**src/kcpf_pkg.sv**
```systemverilog
// Package of the cut point finder: widths, register indexes and the candidate type.
`default_nettype none

package kcpf_pkg;

  localparam int MAX_FRAMES = 65536;
  localparam int IDX_W      = 16;
  localparam int POS_W      = 31;
  localparam int TIME_W     = 31;
  localparam int DUR_W      = 24;
  localparam int THR_W      = 24;
  localparam int CFG_IDX_W  = 2;

  // The frame index stops at the smaller of the list size and the index range.
  localparam int CNT_LIMIT = (MAX_FRAMES - 1 > (1 << IDX_W) - 1) ?
                             (1 << IDX_W) - 1 : MAX_FRAMES - 1;

  localparam logic [THR_W-1:0] CLIP_THRESHOLD_RST = THR_W'(6000);

  typedef enum logic [CFG_IDX_W-1:0] {
    REG_CUT_TIME       = 2'd0,
    REG_VIDEO_ONLY     = 2'd1,
    REG_CLIP_THRESHOLD = 2'd2
  } kcpf_reg_t;

  typedef struct packed {
    logic [IDX_W-1:0]  index;
    logic [POS_W-1:0]  pos;
    logic [TIME_W-1:0] offset;
  } kcpf_cand_t;

endpackage

`default_nettype wire

```
**src/kcpf_resolve.sv**
```systemverilog
// Final pairing of the left and right keyframe candidates at the end of a list.
`default_nettype none

module kcpf_resolve (
  input  wire logic                      left_valid,
  input  wire logic                      right_valid,
  input  wire kcpf_pkg::kcpf_cand_t      left_cand,
  input  wire kcpf_pkg::kcpf_cand_t      right_cand,
  input  wire logic [kcpf_pkg::TIME_W-1:0] cut_time,
  input  wire logic [kcpf_pkg::THR_W-1:0]  clip_threshold,
  output logic                           found,
  output kcpf_pkg::kcpf_cand_t           left_sel,
  output kcpf_pkg::kcpf_cand_t           right_sel
);

  logic                          before_cut;
  logic [kcpf_pkg::TIME_W-1:0]   past_cut;
  logic                          near_cut;

  always_comb begin
    right_sel  = right_valid ? right_cand : left_cand;
    before_cut = right_sel.offset < cut_time;
    past_cut   = right_sel.offset - cut_time;
    near_cut   = past_cut < {{(kcpf_pkg::TIME_W - kcpf_pkg::THR_W){1'b0}}, clip_threshold};
    // Right serves as both ends if no left, or if before or near past the cut.
    left_sel   = (!left_valid || before_cut || near_cut) ? right_sel : left_cand;
    found      = left_valid | right_valid;
  end

endmodule

`default_nettype wire

```
**src/keyframe_cut_point_finder_core.sv**
```systemverilog
// Top level of the keyframe cut point finder.
//
// Frame descriptors enter on the in_ channel, one word per cycle, and are accepted
// when in_valid is high and in_stall is low. Each word takes the next frame index
// and updates the running time offset and the left and right keyframe candidates.
// The word flagged by in_last closes the list: the pair is resolved and one result
// word appears on the out_ channel in the next cycle, held until out_stall is low.
// The scan state then returns to zero for the next list; configuration is kept.
// Throughput is one descriptor per cycle while in_stall is low, set by the update of
// the time accumulator and candidate registers; the result register lies between
// the last word and the result.
// in_stall is raised only while a result is waiting and out_stall holds it, so
// descriptors keep flowing while the receiver takes the previous result.
// Configuration writes (cfg_valid, always ready) must come only while idle; the block itself does not enforce this.
// rst_n is synchronous: it clears the scan state and out_valid, and sets
// the cut time to 0, video_only to 0 and clip_threshold to 6000.
`default_nettype none

module keyframe_cut_point_finder_core (
  input  wire logic                           clk,
  input  wire logic                           rst_n,
  input  wire logic                           cfg_valid,
  output logic                                cfg_ready,
  input  wire logic [kcpf_pkg::CFG_IDX_W-1:0] cfg_index,
  input  wire logic [kcpf_pkg::TIME_W-1:0]    cfg_data,
  input  wire logic                           in_valid,
  output logic                                in_stall,
  input  wire logic                           in_is_video_frame,
  input  wire logic                           in_is_keyframe,
  input  wire logic                           in_has_clock_ref,
  input  wire logic [kcpf_pkg::DUR_W-1:0]     in_duration,
  input  wire logic [kcpf_pkg::POS_W-1:0]     in_position,
  input  wire logic                           in_last,
  output logic                                out_valid,
  input  wire logic                           out_stall,
  output logic                                out_found,
  output logic [kcpf_pkg::IDX_W-1:0]          out_left_index,
  output logic [kcpf_pkg::POS_W-1:0]          out_left_pos,
  output logic [kcpf_pkg::TIME_W-1:0]         out_left_offset,
  output logic [kcpf_pkg::IDX_W-1:0]          out_right_index,
  output logic [kcpf_pkg::POS_W-1:0]          out_right_pos,
  output logic [kcpf_pkg::TIME_W-1:0]         out_right_offset
);

  // Configuration
  logic [kcpf_pkg::TIME_W-1:0] cut_time_r;
  logic                        video_only_r;
  logic [kcpf_pkg::THR_W-1:0]  clip_threshold_r;

  // Scan state
  logic [kcpf_pkg::TIME_W-1:0] time_acc_r, time_acc_nxt;
  logic [kcpf_pkg::IDX_W-1:0]  frame_cnt_r, frame_cnt_nxt;
  logic                        search_done_r, search_done_nxt;
  logic                        left_valid_r, left_valid_nxt;
  logic                        right_valid_r, right_valid_nxt;
  kcpf_pkg::kcpf_cand_t        left_r, left_nxt;
  kcpf_pkg::kcpf_cand_t        right_r, right_nxt;

  // Result register
  logic                        out_valid_r, out_valid_nxt;
  logic                        out_found_r;
  kcpf_pkg::kcpf_cand_t        out_left_r, out_right_r;

  logic                        in_fire;
  logic                        counted;
  logic [kcpf_pkg::TIME_W:0]   time_sum;
  logic [kcpf_pkg::TIME_W-1:0] time_sat;
  logic [kcpf_pkg::TIME_W-1:0] to_cut;
  logic                        res_found;
  kcpf_pkg::kcpf_cand_t        res_left, res_right;
  kcpf_pkg::kcpf_cand_t        this_frame;

  assign cfg_ready = 1'b1;
  assign in_stall  = out_valid_r & out_stall;
  assign in_fire   = in_valid & ~in_stall;

  always_ff @(posedge clk) begin
    if (!rst_n) begin
      cut_time_r       <= '0;
      video_only_r     <= 1'b0;
      clip_threshold_r <= kcpf_pkg::CLIP_THRESHOLD_RST;
    end else if (cfg_valid) begin
      case (cfg_index)
        kcpf_pkg::REG_CUT_TIME:       cut_time_r       <= cfg_data;
        kcpf_pkg::REG_VIDEO_ONLY:     video_only_r     <= cfg_data[0];
        kcpf_pkg::REG_CLIP_THRESHOLD: clip_threshold_r <= cfg_data[kcpf_pkg::THR_W-1:0];
        default: ;
      endcase
    end
  end

  always_comb begin
    counted  = ~search_done_r & ~(video_only_r & ~in_is_video_frame);
    time_sum = {1'b0, time_acc_r} +
               {{(kcpf_pkg::TIME_W + 1 - kcpf_pkg::DUR_W){1'b0}}, in_duration};
    time_sat = time_sum[kcpf_pkg::TIME_W] ? '1 : time_sum[kcpf_pkg::TIME_W-1:0];
    to_cut   = cut_time_r - time_acc_r;

    this_frame.index  = frame_cnt_r;
    this_frame.pos    = in_position;
    this_frame.offset = time_acc_r;

    frame_cnt_nxt   = (frame_cnt_r < kcpf_pkg::IDX_W'(kcpf_pkg::CNT_LIMIT)) ?
                      frame_cnt_r + 1'b1 : frame_cnt_r;
    time_acc_nxt    = time_acc_r;
    search_done_nxt = search_done_r;
    left_valid_nxt  = left_valid_r;
    right_valid_nxt = right_valid_r;
    left_nxt        = left_r;
    right_nxt       = right_r;

    if (counted) begin
      if (!(in_is_keyframe && in_has_clock_ref)) begin
        time_acc_nxt = time_sat;
      end else if (time_acc_r >= cut_time_r) begin
        right_valid_nxt = 1'b1;
        right_nxt       = this_frame;
        search_done_nxt = 1'b1;
      end else begin
        left_valid_nxt = 1'b1;
        left_nxt       = this_frame;
        // A left keyframe close enough to the cut ends the search.
        if (to_cut < {{(kcpf_pkg::TIME_W - kcpf_pkg::THR_W){1'b0}}, clip_threshold_r}) begin
          search_done_nxt = 1'b1;
        end else begin
          time_acc_nxt = time_sat;
        end
      end
    end

    out_valid_nxt = (in_fire & in_last) | (out_valid_r & out_stall);
  end

  kcpf_resolve u_resolve (
    .left_valid     (left_valid_nxt),
    .right_valid    (right_valid_nxt),
    .left_cand      (left_nxt),
    .right_cand     (right_nxt),
    .cut_time       (cut_time_r),
    .clip_threshold (clip_threshold_r),
    .found          (res_found),
    .left_sel       (res_left),
    .right_sel      (res_right)
  );

  always_ff @(posedge clk) begin
    if (!rst_n) begin
      time_acc_r    <= '0;
      frame_cnt_r   <= '0;
      search_done_r <= 1'b0;
      left_valid_r  <= 1'b0;
      right_valid_r <= 1'b0;
      left_r        <= '0;
      right_r       <= '0;
      out_valid_r   <= 1'b0;
    end else begin
      out_valid_r <= out_valid_nxt;
      if (in_fire) begin
        if (in_last) begin
          time_acc_r    <= '0;
          frame_cnt_r   <= '0;
          search_done_r <= 1'b0;
          left_valid_r  <= 1'b0;
          right_valid_r <= 1'b0;
          left_r        <= '0;
          right_r       <= '0;
        end else begin
          time_acc_r    <= time_acc_nxt;
          frame_cnt_r   <= frame_cnt_nxt;
          search_done_r <= search_done_nxt;
          left_valid_r  <= left_valid_nxt;
          right_valid_r <= right_valid_nxt;
          left_r        <= left_nxt;
          right_r       <= right_nxt;
        end
      end
    end
  end

  always_ff @(posedge clk) begin
    if (in_fire && in_last) begin
      out_found_r <= res_found;
      out_left_r  <= res_left;
      out_right_r <= res_right;
    end
  end

  assign out_valid        = out_valid_r;
  assign out_found        = out_found_r;
  assign out_left_index   = out_left_r.index;
  assign out_left_pos     = out_left_r.pos;
  assign out_left_offset  = out_left_r.offset;
  assign out_right_index  = out_right_r.index;
  assign out_right_pos    = out_right_r.pos;
  assign out_right_offset = out_right_r.offset;

endmodule

`default_nettype wire

```
**config.mk**
```make
export PLATFORM = sky130hd
export DESIGN_NAME = keyframe_cut_point_finder_core
export DESIGN_NICKNAME = d
export VERILOG_FILES = /design/src/kcpf_pkg.sv /design/src/kcpf_resolve.sv /design/src/keyframe_cut_point_finder_core.sv
export SDC_FILE = /design/constraint.sdc
export NUM_CORES = 1
export LEC_CHECK = 0
export BUFFER_PORTS_ARGS = -buffer_cell sky130_fd_sc_hd__buf_2
export CAP_MARGIN = 20
export CORE_AREA = 3 3 261 212
export DETAILED_ROUTE_END_ITERATION = 10
export DIE_AREA = 0 0 264 215
export MAX_ROUTING_LAYER = met4
export PLACE_DENSITY = 0.63
export SLEW_MARGIN = 10
export SYNTH_ARGS = -nofsm -noshare
export SYNTH_HDL_FRONTEND = slang
export SYNTH_SLANG_ARGS = --single-unit
```
**constraint.sdc**
```tcl
create_clock -name clk -period 12.5 [get_ports clk]
set_input_delay 2.5 -clock clk [delete_from_list [all_inputs] [get_ports clk]]
set_output_delay 2.5 -clock clk [all_outputs]
set_load 0.02 [all_outputs]
```
# Yosys cells after proc, flatten, opt, wreduce, memory -nomap -nowiden
# Index checks and enable logic that the tools add are counted.
# Widths: inputs -> output; s select.
dict set report word_totals {
  elab_cells 93
  rom_bits 0
  out_inout_bits 160
  mem_count 0
  ff_bits 420
  latchBits 0
  input_bits 97
  ramBits 0
}
dict set report classes {
  n_mux 31
  div_mod_pow 0
  n_mul 0
  addsub 4
  shifts 0
  bitwise 11
  n_lt_le_gt_ge 5
  eq_ne 4
  n_reduce_logical 16
}
# op n
set ops {}
lappend ops {{$mux 78} 10}
lappend ops {{$mux 31} 6}
lappend ops {{$lt 31x24->1} 2}
lappend ops {{$sub 31x31->31} 2}
lappend ops {{$add 31x24->32} 1}
lappend ops {{$mux 16} 2}
lappend ops {{$ge 31x31->1} 1}
lappend ops {{$lt 31x31->1} 1}
lappend ops {{$add 16x1->16 const B} 1}
lappend ops {{$lt 16x16->1 const B} 1}
lappend ops {{$mux 1} 13}
lappend ops {{$reduce_and 2->1} 4}
lappend ops {{$reduce_and 4->1} 2}
lappend ops {{$ne 3x3->1 const B} 2}
lappend ops {{$reduce_bool 2->1} 3}
lappend ops {{$and 1x1->1} 5}
lappend ops {{$not 1->1} 4}
lappend ops {{$reduce_bool 3->1} 1}
lappend ops {{$eq 2x1->1 const B} 1}
lappend ops {{$eq 2x2->1 const B} 1}
lappend ops {{$logic_and 1x1->1} 2}
lappend ops {{$logic_not 2->1} 1}
lappend ops {{$logic_or 1x1->1} 2}
lappend ops {{$or 1x1->1} 2}
lappend ops {{$logic_not 1->1} 1}

# Longest topological paths before layout
dict set report logic_depth {
  depth_word 10
  mapped_depth 40
  mapped_depth_nobuf 35
}

# By module
# From an unflattened synthesis, not the netlist that was laid out.
dict set report hier_totals {
  hier_cells 2412
  hier_area_um2 23700.2
}
# mod n_inst cells_per_inst area_each_um2
set modules_own_cells {}
lappend modules_own_cells {keyframe_cut_point_finder_core 1 1864 19311.0}
lappend modules_own_cells {kcpf_resolve 1 548 4389.2}

# Worst setup path after synthesis
# Ideal clock, no wire load.
dict set report synth_path {
  path_type {input-to-reg}
  from {input in_is_video_frame}
  to {register out_left_r (netlist bit out_left_index[0]) (data pin)}
  required_ns 12.238
  cell_stages 29
  setup_ns 0.262
  arrival_ns 8.032
  slack_ns 4.206
  path_cell_list {inv_1 -> a21oi_1 -> nand3_1 -> a21oi_2 -> nor2b_1 -> buf_2 -> buf_6 -> a221oi_1 -> ha_1 -> fa_1 -> nor2b_1 -> o31a_1 -> o21a_2 -> a31o_4 -> a41o_1 -> a21o_1 -> a21oi_1 -> xnor2_1 -> ha_1 -> a21o_1 -> a21o_1 -> a21oi_1 -> o21ai_0 -> a211oi_1 -> nand4_1 -> o211ai_4 -> buf_6 -> buf_6 -> mux2_1}
}
# item line
set synth_lines {}
lappend synth_lines {{from (decl)} keyframe_cut_point_finder_core.sv:28} ;# input wire logic in_is_video_frame,
lappend synth_lines {{to (signal assigned)} keyframe_cut_point_finder_core.sv:183} ;# out_left_r <= res_left;
lappend synth_lines {{to (decl)} keyframe_cut_point_finder_core.sv:62} ;# kcpf_pkg::kcpf_cand_t out_left_r, out_right_r;

==> reports/qor.csv <==
metric,value,unit
outcome,completed,
clock-sinks,420,
min_to,clip_threshold_r[23]$_SDFFE_PN0P_,
r2r-end,out_left_offset[3]$_DFFE_PP_,
synth_seq_area_share,42.1,%
nets,2975,
overflow,0,
drtAntennaViolNets,0,
drt_first_iter_violations,1937,
gp_congestion,0.970,
syn_inst,2590,
wl,74500,microns
via_count,20500,
ir_worst_vdd,0.0807,mV
setup_ws,2.71,ns
hold_viol_final,0,
path_clk_slew,0.06,ns
r2r_start,time_acc_r[4]$_SDFFE_PN0P_,
slowest_stage,a221oi_1,
hold_depth,2,
hold_class,flop to flop,
synth_top_cells_by_area,"dfxtp_1 22%, edfxtp_1 20%, ha_1 7.0%, nand2_1 5.5%, a22oi_1 4.9%",
drive_gt1_share,18.2,%
ys.flop_type,dfxtp_1,
numPortBuffers,255,
dr.pass1.iters,5,
cp.required,12.82,ns
cts_tree,built,
avgSynthCellArea,9.15,sq um
die_area,56800,sq um
worst_skew_pair.late_latency,0.57,ns
wl_per_cell,21.4,microns
period_needed,9.79,ns
yosys.area.top_type,dfxtp_1,
antenna_found_initial,3,
clockRootBuffer,clkbuf_16,
grt_usage,25.8,%
drv_slew,0,
synth.distinct_cells,94,
pre_cts_slack,2.30,ns
p_per_area,144,nW/um^2
post_cts_buffers,0,
clock.fmax,102,MHz
holdWs,0.454,ns
max_cap_viol_count,0,
grt_pass1_vias,19500,
final_common_cell,nand2_1,
critPathMaxStageDelay,0.63,ns
grt_start_max_net_pins,146,
via_per_inst,5.91,
p_leak,0.0107,uW
max_slew_margin,25.5,%
rows,75,
post-dp-hpwl,50700,microns
cts_hold_buf,0,
netlist_area,23700,sq um
endpoint_kind,flop,
ys_ff_latch,420,
worst_clock_skew,0.0135,ns
cts_inserted_buffers,45,
start_kind,input pin,
crit_type,input pin to flop,
tightestPinTransition,1.10,ns
layout_common_cells,"345 x nand2_1, 280 x nor2_1, 262 x dfxtp_1",
ios,257,
min_from,clip_threshold_r[23]$_SDFFE_PN0P_,
ys_async_sr_fraction,0,%
synth_edf_count,157,
worstPathArrival,10.11,ns
finalCritPeriodShare,78.3,%
coreArea,52600,sq um
finalNonFillerCells,3474,
synth_warnings,0,
fin_tns_setup,0,ns
power,3870,uW
critical_path.max_fanout,65,
r2r_setup_slack,2.83,ns
start_util,45.1,%
die_y,215,microns
synth_nets,2823,
grt_pass1_wl,114000,microns
finalSetupViolations,0,
max-clock-path-buffers,3,
rsz0062_at_grt,false,
dp.cells,3385,
die_w,264,microns
netlist.area_leader.share,22.2,%
rr_worst_depth,35,
ctsResizeCount,0,
drc,0,
syn_to_final_growth,13.5,%
htree_num_levels,2,
fillers,4872,
-- worst max-delay path: cells and delay by family --
family / cells / cell delay, ns
adder cells (fa/ha/maj): 2 / 0.56
multiplexers: 1 / 0.40
buffers and inverters: 5 / 1.15
XOR/XNOR: 1 / 0.15
AND/OR/NAND/NOR: 8 / 1.18
AO/OA/AOI/OAI: 14 / 4.03
-- power breakdown --
group	switching, uW	internal, uW	total [uW]
registers	34.6	1480	1510
clock network	573	789	1360
logic	612	381	992
total	1220	2650	3870
-- layer usage --
metal	global-route usage [%]	up-vias	wire length [microns]
met5	-	-	0
met4	7.23	0	1750
met3	4.29	107	5060
met2	38.8	774	33300
met1	35.9	9907	34300
li1	-	9732	-
-- final cells by class --
class	instances	area, sq um	share of cell area (%)
inverter	108	415	1.54
clock inverter	22	251	0.935
tap	693	867	3.22
timing repair buffer	281	1580	5.86
clock buffer	61	1220	4.52
antenna	3	7.51	0.0279
multi-input combinational	1886	12600	46.8
sequential	420	9980	37.1
-- Yosys cell counts, types with 11 or more instances --
cell,instances
nand2_1,345
nor2_1,281
dfxtp_1,263
a21oi_1,222
edfxtp_1,157
a22oi_1,156
ha_1,133
clkbuf_1,118
inv_1,107
mux2_2,89
o21ai_0,81
a221o_1,73
a21o_1,53
xnor2_1,42
a211oi_1,41
xor2_1,37
buf_2,30
nand3_1,27
nand4_1,25
a31oi_1,17
o211ai_1,17
and3_1,16
nor3_1,15
a211o_1,14
o21a_1,14
mux2_4,13
nand2b_1,12
nor2b_1,12
buf_6,11
-- worst max-delay path by stage --
stage	slack, ns	startpoint	endpoint	cells after the start
after CTS	2.87	in_is_video_frame	out_left_pos[26]$_DFFE_PP_	31
after detailed placement	2.30	in_is_video_frame	out_left_pos[22]$_DFFE_PP_	31
after global placement	2.58	in_is_video_frame	out_left_offset[2]$_DFFE_PP_	32
final	2.71	in_is_video_frame	out_left_offset[3]$_DFFE_PP_	31
after floorplan	4.21	in_is_video_frame	out_left_index[0]$_DFFE_PP_	29
after global routing	2.30	in_is_video_frame	out_left_offset[2]$_DFFE_PP_	31
-- sequential cells by signal, indices dropped and copies added (netlist names), 24 cells and up --
name / flops
left_r: 78
right_r: 78
cut_time_r: 31
out_left_offset: 31
out_left_pos: 31
out_right_offset: 31
out_right_pos: 31
time_acc_r: 31
clip_threshold_r: 24
-- through the flow --
| stage | cell area, sq um | util (%) |
|---|---|---|
| 3_5_place_dp | 25300 | 48.2 |
| 5_1_grt | 26900 | 51.2 |
| 2_1_floorplan | 23700 | - |
| 4_1_cts | 26800 | 51.0 |
| 6_report | 26900 | 51.2 |
| 3_3_place_gp | 25300 | 48.1 |
-- logic make-up (layout without fill, tap and decap cells) --
group,after synthesis,in the layout,synth area share (%)
buf+inv,284,472,5.18
other cells,1,4,0.0158
flops,420,420,42.1
mux,117,117,5.71
simple gates,778,778,14.0
compound gates,775,775,22.8
xor+xnor,79,79,2.92
fa+ha+maj,136,136,7.27
No activity file was read; power rests on OpenSTA's default activity.
